--- config.mk ---
export PLATFORM = sky130hd
export DESIGN_NAME = hsv_to_rgb
export DESIGN_NICKNAME = d
export VERILOG_FILES = /design/src/rtl/hsvr_pkg.sv /design/src/rtl/hsvr_sector.sv /design/src/rtl/hsvr_weight.sv /design/src/rtl/hsvr_div.sv /design/src/rtl/hsv_to_rgb.sv
export SDC_FILE = /design/constraint.sdc
export NUM_CORES = 2
export LEC_CHECK = 0
export BUFFER_PORTS_ARGS = -buffer_cell sky130_fd_sc_hd__buf_2
export CAP_MARGIN = 40
export CORE_MARGIN = 8
export CORE_UTILIZATION = 49
export CTS_CLUSTER_SIZE = 24
export DETAILED_ROUTE_END_ITERATION = 6
export GPL_TIMING_DRIVEN = 0
export SLEW_MARGIN = 40
export SYNTH_ARGS = -nofsm -noshare
export SYNTH_HDL_FRONTEND = slang
export SYNTH_SLANG_ARGS = --single-unit
--- constraint.sdc ---
create_clock -name clk_i -period 8.9 [get_ports clk_i]
set_input_delay 1.335 -clock clk_i [delete_from_list [all_inputs] [get_ports clk_i]]
set_output_delay 1.335 -clock clk_i [all_outputs]
set_load 0.01 [all_outputs]
--- src/rtl/hsvr_pkg.sv ---
// ----------------------------------------------------------------------------
// HSV to RGB conversion package
// Pixel types, pipeline stage types and the fixed-point constants shared by
// the stages of the converter.
// ----------------------------------------------------------------------------
package hsvr_pkg;

  localparam int unsigned NumChan = 3;

  // Range limits of the input fields.
  localparam logic [8:0] HueMax    = 9'd359;
  localparam logic [6:0] PctMax    = 7'd100;
  localparam logic [5:0] SectorDeg = 6'd60;

  // Channel scale: v * 6000 is the value over the common denominator.
  localparam logic [12:0] ValScale = 13'd6000;

  // floor(n * 255 / 600000) equals floor(n * 17 / 40000).
  localparam int unsigned ScaledW  = 24;
  localparam logic [15:0] ChanDiv  = 16'd40000;
  localparam logic [16:0] RecipM   = 17'd107374;
  localparam int unsigned RecipSh  = 32;
  localparam int unsigned ProdW    = 41;
  localparam logic [8:0]  ChanMax  = 9'd255;

  typedef struct packed {
    logic [8:0] hue_degrees;
    logic [6:0] saturation_pct;
    logic [6:0] value_pct;
  } hsv_pix_t;

  typedef struct packed {
    logic [7:0] red;
    logic [7:0] green;
    logic [7:0] blue;
  } rgb_pix_t;

  typedef enum logic [2:0] {
    SecRedYel = 3'd0,
    SecYelGrn = 3'd1,
    SecGrnCyn = 3'd2,
    SecCynBlu = 3'd3,
    SecBluMag = 3'd4,
    SecMagRed = 3'd5
  } sector_e;

  // First stage result: clamped levels, sector and the weight s*(60-tri)
  // is built from in the next stage.
  typedef struct packed {
    logic [6:0] sat;
    logic [6:0] val;
    sector_e    sector;
    logic [5:0] x_weight;
  } hsvr_s1_t;

  typedef logic [NumChan-1:0][ScaledW-1:0] hsvr_scaled_t;

endpackage

--- src/rtl/hsvr_sector.sv ---
// ----------------------------------------------------------------------------
// HSV sector stage
// Clamps the input fields, finds the 60 degree sector of the hue and the
// complement weight of the secondary component.
// ----------------------------------------------------------------------------
module hsvr_sector import hsvr_pkg::*; (
  input  logic     clk_i,
  input  logic     rst_ni,
  input  logic     en_i,
  input  logic     valid_i,
  input  hsv_pix_t pix_i,
  output logic     valid_o,
  output hsvr_s1_t s1_o
);

  logic [8:0] hue;
  logic [8:0] base;
  logic [8:0] offs;
  logic [5:0] frac;
  logic       odd;
  hsvr_s1_t   s1_d;
  hsvr_s1_t   s1_q;
  logic       valid_q;

  always_comb begin
    hue = (pix_i.hue_degrees > HueMax) ? HueMax : pix_i.hue_degrees;
    s1_d.sat = (pix_i.saturation_pct > PctMax) ? PctMax : pix_i.saturation_pct;
    s1_d.val = (pix_i.value_pct > PctMax) ? PctMax : pix_i.value_pct;
    priority if (hue < 9'd60) begin
      s1_d.sector = SecRedYel;
      base = 9'd0;
      odd = 1'b0;
    end else if (hue < 9'd120) begin
      s1_d.sector = SecYelGrn;
      base = 9'd60;
      odd = 1'b1;
    end else if (hue < 9'd180) begin
      s1_d.sector = SecGrnCyn;
      base = 9'd120;
      odd = 1'b0;
    end else if (hue < 9'd240) begin
      s1_d.sector = SecCynBlu;
      base = 9'd180;
      odd = 1'b1;
    end else if (hue < 9'd300) begin
      s1_d.sector = SecBluMag;
      base = 9'd240;
      odd = 1'b0;
    end else begin
      s1_d.sector = SecMagRed;
      base = 9'd300;
      odd = 1'b1;
    end
    offs = hue - base;
    frac = offs[5:0];
    // The triangle weight rises in even sectors and falls in odd ones; the
    // secondary channel loses s*(60-tri) from the full scale.
    s1_d.x_weight = odd ? frac : (SectorDeg - frac);
  end

  always_ff @(posedge clk_i or negedge rst_ni) begin
    if (!rst_ni) begin
      valid_q <= 1'b0;
    end else if (en_i) begin
      valid_q <= valid_i;
    end
  end

  always_ff @(posedge clk_i) begin
    if (en_i) begin
      s1_q <= s1_d;
    end
  end

  assign valid_o = valid_q;
  assign s1_o    = s1_q;

endmodule

--- src/rtl/hsvr_weight.sv ---
// ----------------------------------------------------------------------------
// HSV channel weight stages
// Forms each channel's level over the common denominator, already scaled by
// seventeen, in two register stages.
// ----------------------------------------------------------------------------
module hsvr_weight import hsvr_pkg::*; (
  input  logic         clk_i,
  input  logic         rst_ni,
  input  logic         en_i,
  input  logic         valid_i,
  input  hsvr_s1_t     s1_i,
  output logic         valid_o,
  output hsvr_scaled_t scaled_o
);

  logic [12:0] prod_x;
  logic [12:0] prod_z;
  logic [12:0] p_x;
  logic [12:0] p_z;
  logic [12:0] p_chan [NumChan];
  logic [16:0] p17_d  [NumChan];
  logic [16:0] p17_q  [NumChan];
  logic [6:0]  val_q;
  logic        valid2_q;
  hsvr_scaled_t n_d;
  hsvr_scaled_t n_q;
  logic        valid3_q;

  always_comb begin
    prod_x = 13'(s1_i.sat) * 13'(s1_i.x_weight);
    prod_z = 13'(s1_i.sat) * 13'(SectorDeg);
    p_x = ValScale - prod_x;
    p_z = ValScale - prod_z;
    // Primary channel keeps the full value, the zero channel only the offset.
    unique case (s1_i.sector)
      SecRedYel: begin
        p_chan[0] = ValScale; p_chan[1] = p_x;      p_chan[2] = p_z;
      end
      SecYelGrn: begin
        p_chan[0] = p_x;      p_chan[1] = ValScale; p_chan[2] = p_z;
      end
      SecGrnCyn: begin
        p_chan[0] = p_z;      p_chan[1] = ValScale; p_chan[2] = p_x;
      end
      SecCynBlu: begin
        p_chan[0] = p_z;      p_chan[1] = p_x;      p_chan[2] = ValScale;
      end
      SecBluMag: begin
        p_chan[0] = p_x;      p_chan[1] = p_z;      p_chan[2] = ValScale;
      end
      default: begin
        p_chan[0] = ValScale; p_chan[1] = p_z;      p_chan[2] = p_x;
      end
    endcase
    for (int c = 0; c < NumChan; c++) begin
      p17_d[c] = ({4'b0, p_chan[c]} << 4) + {4'b0, p_chan[c]};
    end
  end

  always_comb begin
    for (int c = 0; c < NumChan; c++) begin
      n_d[c] = ScaledW'(val_q) * ScaledW'(p17_q[c]);
    end
  end

  always_ff @(posedge clk_i or negedge rst_ni) begin
    if (!rst_ni) begin
      valid2_q <= 1'b0;
      valid3_q <= 1'b0;
    end else if (en_i) begin
      valid2_q <= valid_i;
      valid3_q <= valid2_q;
    end
  end

  always_ff @(posedge clk_i) begin
    if (en_i) begin
      val_q <= s1_i.val;
      p17_q <= p17_d;
      n_q   <= n_d;
    end
  end

  assign valid_o  = valid3_q;
  assign scaled_o = n_q;

endmodule

--- src/rtl/hsvr_div.sv ---
// ----------------------------------------------------------------------------
// HSV channel byte stages
// Divides each scaled level by the channel denominator with a reciprocal
// multiply, then corrects the quotient by one compare and saturates.
// ----------------------------------------------------------------------------
module hsvr_div import hsvr_pkg::*; (
  input  logic         clk_i,
  input  logic         rst_ni,
  input  logic         en_i,
  input  logic         valid_i,
  input  hsvr_scaled_t scaled_i,
  output logic         valid_o,
  output rgb_pix_t     pix_o
);

  logic [ProdW-1:0]   prod   [NumChan];
  logic [8:0]         q0_d   [NumChan];
  logic [8:0]         q0_q   [NumChan];
  hsvr_scaled_t       n_q;
  logic               valid4_q;
  logic [ScaledW:0]   rem    [NumChan];
  logic [8:0]         q_sum  [NumChan];
  logic [7:0]         byte_d [NumChan];
  rgb_pix_t           pix_q;
  logic               valid5_q;

  // The reciprocal is rounded down, so the estimate is exact or one short.
  always_comb begin
    for (int c = 0; c < NumChan; c++) begin
      prod[c] = ProdW'(scaled_i[c]) * ProdW'(RecipM);
      q0_d[c] = prod[c][RecipSh +: 9];
    end
  end

  always_comb begin
    for (int c = 0; c < NumChan; c++) begin
      rem[c]   = {1'b0, n_q[c]} - ((ScaledW+1)'(q0_q[c]) * (ScaledW+1)'(ChanDiv));
      q_sum[c] = q0_q[c] + ((rem[c] >= (ScaledW+1)'(ChanDiv)) ? 9'd1 : 9'd0);
      byte_d[c] = (q_sum[c] > ChanMax) ? ChanMax[7:0] : q_sum[c][7:0];
    end
  end

  always_ff @(posedge clk_i or negedge rst_ni) begin
    if (!rst_ni) begin
      valid4_q <= 1'b0;
      valid5_q <= 1'b0;
    end else if (en_i) begin
      valid4_q <= valid_i;
      valid5_q <= valid4_q;
    end
  end

  always_ff @(posedge clk_i) begin
    if (en_i) begin
      q0_q        <= q0_d;
      n_q         <= scaled_i;
      pix_q.red   <= byte_d[0];
      pix_q.green <= byte_d[1];
      pix_q.blue  <= byte_d[2];
    end
  end

  assign valid_o = valid5_q;
  assign pix_o   = pix_q;

endmodule

--- src/rtl/hsv_to_rgb.sv ---
// ----------------------------------------------------------------------------
// HSV to RGB converter
// Converts one pixel of hue, saturation and value into three channel bytes.
// ----------------------------------------------------------------------------
// The converter takes one pixel in every clock while it is not stalled and
// passes it through its five register stages: sector search, channel weights,
// value product, reciprocal multiply and quotient correction. Out-of-range
// hue, saturation and value are clamped to 359, 100 and 100. A stall on a
// valid output holds every stage at once, so the input is stalled in the
// same cycle and nothing is dropped or repeated. Reset clears only the valid
// bits; there is no clearing pass.
module hsv_to_rgb import hsvr_pkg::*; (
  input  logic     clk_i,
  input  logic     rst_ni,
  input  logic     in_valid_i,
  output logic     in_stall_o,
  input  hsv_pix_t in_data_i,
  output logic     out_valid_o,
  input  logic     out_stall_i,
  output rgb_pix_t out_data_o
);

  logic         advance;
  logic         s1_valid;
  hsvr_s1_t     s1;
  logic         w_valid;
  hsvr_scaled_t scaled;

  assign advance    = !(out_valid_o && out_stall_i);
  assign in_stall_o = !advance;

  hsvr_sector u_sector (
    .clk_i   (clk_i),
    .rst_ni  (rst_ni),
    .en_i    (advance),
    .valid_i (in_valid_i),
    .pix_i   (in_data_i),
    .valid_o (s1_valid),
    .s1_o    (s1)
  );

  hsvr_weight u_weight (
    .clk_i    (clk_i),
    .rst_ni   (rst_ni),
    .en_i     (advance),
    .valid_i  (s1_valid),
    .s1_i     (s1),
    .valid_o  (w_valid),
    .scaled_o (scaled)
  );

  hsvr_div u_div (
    .clk_i   (clk_i),
    .rst_ni  (rst_ni),
    .en_i    (advance),
    .valid_i (w_valid),
    .scaled_i(scaled),
    .valid_o (out_valid_o),
    .pix_o   (out_data_o)
  );

  // A transfer in reaches the output once every stage has advanced without a stall.
  a_latency: assert property (@(posedge clk_i) disable iff (!rst_ni)
    (in_valid_i && !in_stall_o) ##1 !in_stall_o ##1 !in_stall_o ##1 !in_stall_o
      ##1 !in_stall_o |=> out_valid_o)
    else $error("transfer in did not reach the output after five stages");

  // Zero value gives black on all channels.
  a_black: assert property (@(posedge clk_i) disable iff (!rst_ni)
    (in_valid_i && !in_stall_o && in_data_i.value_pct == 7'd0) ##1 !in_stall_o
      ##1 !in_stall_o ##1 !in_stall_o ##1 !in_stall_o |=> out_data_o == '0)
    else $error("zero value did not give black");

  // Zero saturation at full value gives white on all channels.
  a_white: assert property (@(posedge clk_i) disable iff (!rst_ni)
    (in_valid_i && !in_stall_o && in_data_i.saturation_pct == 7'd0 &&
     in_data_i.value_pct >= PctMax) ##1 !in_stall_o ##1 !in_stall_o
      ##1 !in_stall_o ##1 !in_stall_o |=> out_data_o == '1)
    else $error("full grey level did not give white");

endmodule

==> metrics.md <==
| Metric | Value |
|---|---|
| Mapped Area | `approximately 50000 um^2` |
| Setup Skew | `~0.024 ns` |
| Postcts setup bufs | `0` |
| Pre-antenna DRT Iters | `7` |
| Chip height | `~330 um` |
| Hold Buf Count CTS | `0` |
| Critical path endpoint category | `register` |
| # DRC | `2` |
| I/O Pins | `53` |
| Longest Clk Path Bufs | `3` |
| Horiz. Die Dim | `approximately 330 um` |
| # port buffers | `51` |
| First-pass GRT wire length | `about 180000 um` |
| HP Class | `register to register` |
| Flops & latches, synth | `between 200 and 300` |
| Worst EP required | `about 9.2 ns` |
| Root Driver | `clkbuf_16` |
| Global Route Usage Sum | `0.199` |
| Final Hold Slack | `about 0.42 ns` |
| Most frequent cells in the layout | `inv_1 (1174), ha_1 (837), fa_1 (786), nand2_1 (415), edfxtp_1 (258)` |
| Syn_nets | `6597` |
| H-tree lvl count | `2` |
| Worst-Margin Slew | `~0.86 ns` |
| Final hold viol count | `0` |
| Max stage delay cell, worst path | `edfxtp_1` |
| Avg Cell Area, Syn | `~10 um^2` |
| Total CTS buffers | `36` |
| Iter 0 DRT Violations | `between 1500 and 2000` |
| DR WL/cell | `16.8 um` |
| Main synth FF type | `edfxtp_1` |
| Resized Gates After CTS | `0` |
| Number of global-route vias before repair | `between 30000 and 40000` |
| Routed vias/inst | `~5.2` |
| Core Region | `between 100000 and 150000 um^2` |
| Initial Utilization | `0.495` |
| Ys async rst share | `0.0190` |
| Grt ovf | `0` |
| Post-Route WL | `107000 um` |
| Largest net degree at the start of global routing | `43` |
| EDFF count, synth | `between 200 and 300` |
| Sequential element share of the synthesized area | `0.159` |
| Layout net count | `roughly 6700` |
| Status | `finished, violations left` |
| Antenna-violating nets left | `0` |
| Final Setup Violations | `0` |
| WP buf/inv | `2` |
| YS warnings | `0` |
| Worst-path maximum fanout | `8` |
| Clock Latency Late Sink | `between 0.5 and 0.6 ns` |
| Fillers | `between 9000 and 10000` |
| Routed vias | `around 33000` |
| Initial antenna violation count | `2` |
| Die Area | `around 110000 um^2` |
| Failing checks | `design-rule violations` |
| Startpoint Class | `register` |
| Crit Path Category | `register to register` |
| Post-Synthesis Cells | `slightly below 5000` |
| CP delay by family, top | `adder cells` |
| Layout cell share with drive strength beyond 1 | `0.0335` |
| Max Fclk | `around 120 MHz` |
| Max-slew violation count | `0` |
| Max-slew headroom | `0.427` |
| Final Cycle Share | `0.915` |
| RSZ-0062 raised after global routing | `false` |
| # Max-Cap Violations | `0` |
| Clock Sinks | `263` |
| Setup TNS | `0 ns` |
| Tmin final | `a little over 8 ns` |
| CP dominant cell by count | `ha_1` |
| DP HPWL | `between 90000 and 100000 um` |
| Util after Layout | `0.527` |
| Core Rows | `roughly 120` |
| Area growth syn-to-layout | `6.57%` |
| Clock-pin slew on the worst setup and hold paths | `about 0.060 ns` |
| Max stage delay on crit path | `between 0.5 and 0.6 ns` |
| Critical Path AT | `~8.5 ns` |
| Most common cell after layout, fill and taps aside | `inv_1` |
| GP Congestion | `~0.92` |
| Distinct cells, synth | `83` |
| CTS tree | `built` |
## layer usage
metal  GRT usage  share of wire
met2       0.340           0.48
met4      0.0445          0.019
met3      0.0212          0.038
met1       0.272           0.46
met5           0        0.00012
## logic make-up (layout without fill, tap and decap cells)
kind of cell,after synthesis,in the layout,synth area share
AO/OA/AOI/OAI,606,606,0.0799
XOR/XNOR,216,216,0.0382
AND/OR/NAND/NOR,985,985,0.0956
multiplexers,21,21,0.00470
adder cells (fa/ha/maj),1624,1624,0.529
other,0,1,0
buffers and inverters,1232,1355,0.0935
flip-flops,263,263,0.159
## synth_stat cells, types with 19 or more instances
cell,n,area [um^2]
a211oi_1,36,270
a21o_1,48,360
a21oi_1,171,856
a22oi_1,19,143
and2_1,130,813
and3_1,28,175
clkbuf_1,57,214
edfxtp_1,258,7750
fa_1,786,15700
ha_1,837,10500
inv_1,1174,4410
nand2_1,416,1560
nand2b_1,42,263
nand3_1,42,210
nand4_1,22,138
nor2_1,140,526
nor2b_1,35,219
nor3_1,46,230
o21a_1,28,210
o21ai_0,128,641
or2_2,23,144
xnor2_1,135,1180
xor2_1,81,709
## flip-flops by register name, indices dropped and copies added, names as in the netlist, 7 cells and up
signal             cells
u_div.n_q             54
u_div.pix_o           24
u_div.q0_q            27
u_sector.s1_o         23
u_weight.p17_q        51
u_weight.scaled_o     72
u_weight.val_q         7
## metrics by stage
stage | cell area [um^2] | setup slack (ns) | instances
6_report | 52800 | 0.753 | 6369
5_1_grt | 52800 | 0.0959 | 6368
4_1_cts | 52800 | 0.693 | 6368
3_5_place_dp | 51600 | 0.718 | 6303
3_3_place_gp | 51400 | -2.48 | 6296
2_1_floorplan | 49500 | 0.0415 | 4947
## worst paths after layout
| path | from | to | slack (ns) | cells past startpoint |
|---|---|---|---|---|
| hold / removal | u_sector.s1_o[11] | u_weight.val_q[2] | 0.42 | 0 |
| setup reg to reg | u_div.q0_q[1] | u_div.pix_o[1] | 0.75 | 29 |
| hold reg to reg | u_sector.s1_o[11] | u_weight.val_q[2] | 0.42 | 0 |
| max in group asynchronous | rst_ni | u_weight.valid_o | 8.22 | 1 |
| min in group asynchronous | rst_ni | u_sector.valid_o | 0.55 | 1 |
| setup / recovery | u_div.q0_q[1] | u_div.pix_o[1] | 0.75 | 29 |
## worst reg2reg max path: cells and delay by family (launching register included)
kind / cells / cell delay (ns)
DFF: 1 / 0.55
xor gates and xnor gates: 2 / 0.69
and+or+nand+nor: 6 / 1.04
AOI/OAI and AO/OA: 10 / 2.48
adders and majority gates: 9 / 2.88
buffers and inverters: 2 / 0.27
## area by class of cell
| cell class | instances | area (um^2) | area share |
|---|---|---|---|
| plain buffers | 58 | 225 | 0.00427 |
| inverters | 1174 | 4410 | 0.0835 |
| repair buffers | 58 | 383 | 0.00725 |
| well taps | 1298 | 1620 | 0.0308 |
| flip-flops and latches | 263 | 7870 | 0.149 |
| diodes | 1 | 2.50 | 0.0000474 |
| multi-input cells | 3452 | 37000 | 0.702 |
| clock inverters | 21 | 259 | 0.00491 |
| clock buffers | 44 | 973 | 0.0184 |
Power is not shown: default switching activity piles up to over one toggle a cycle in this logic, so the estimate is an artifact.
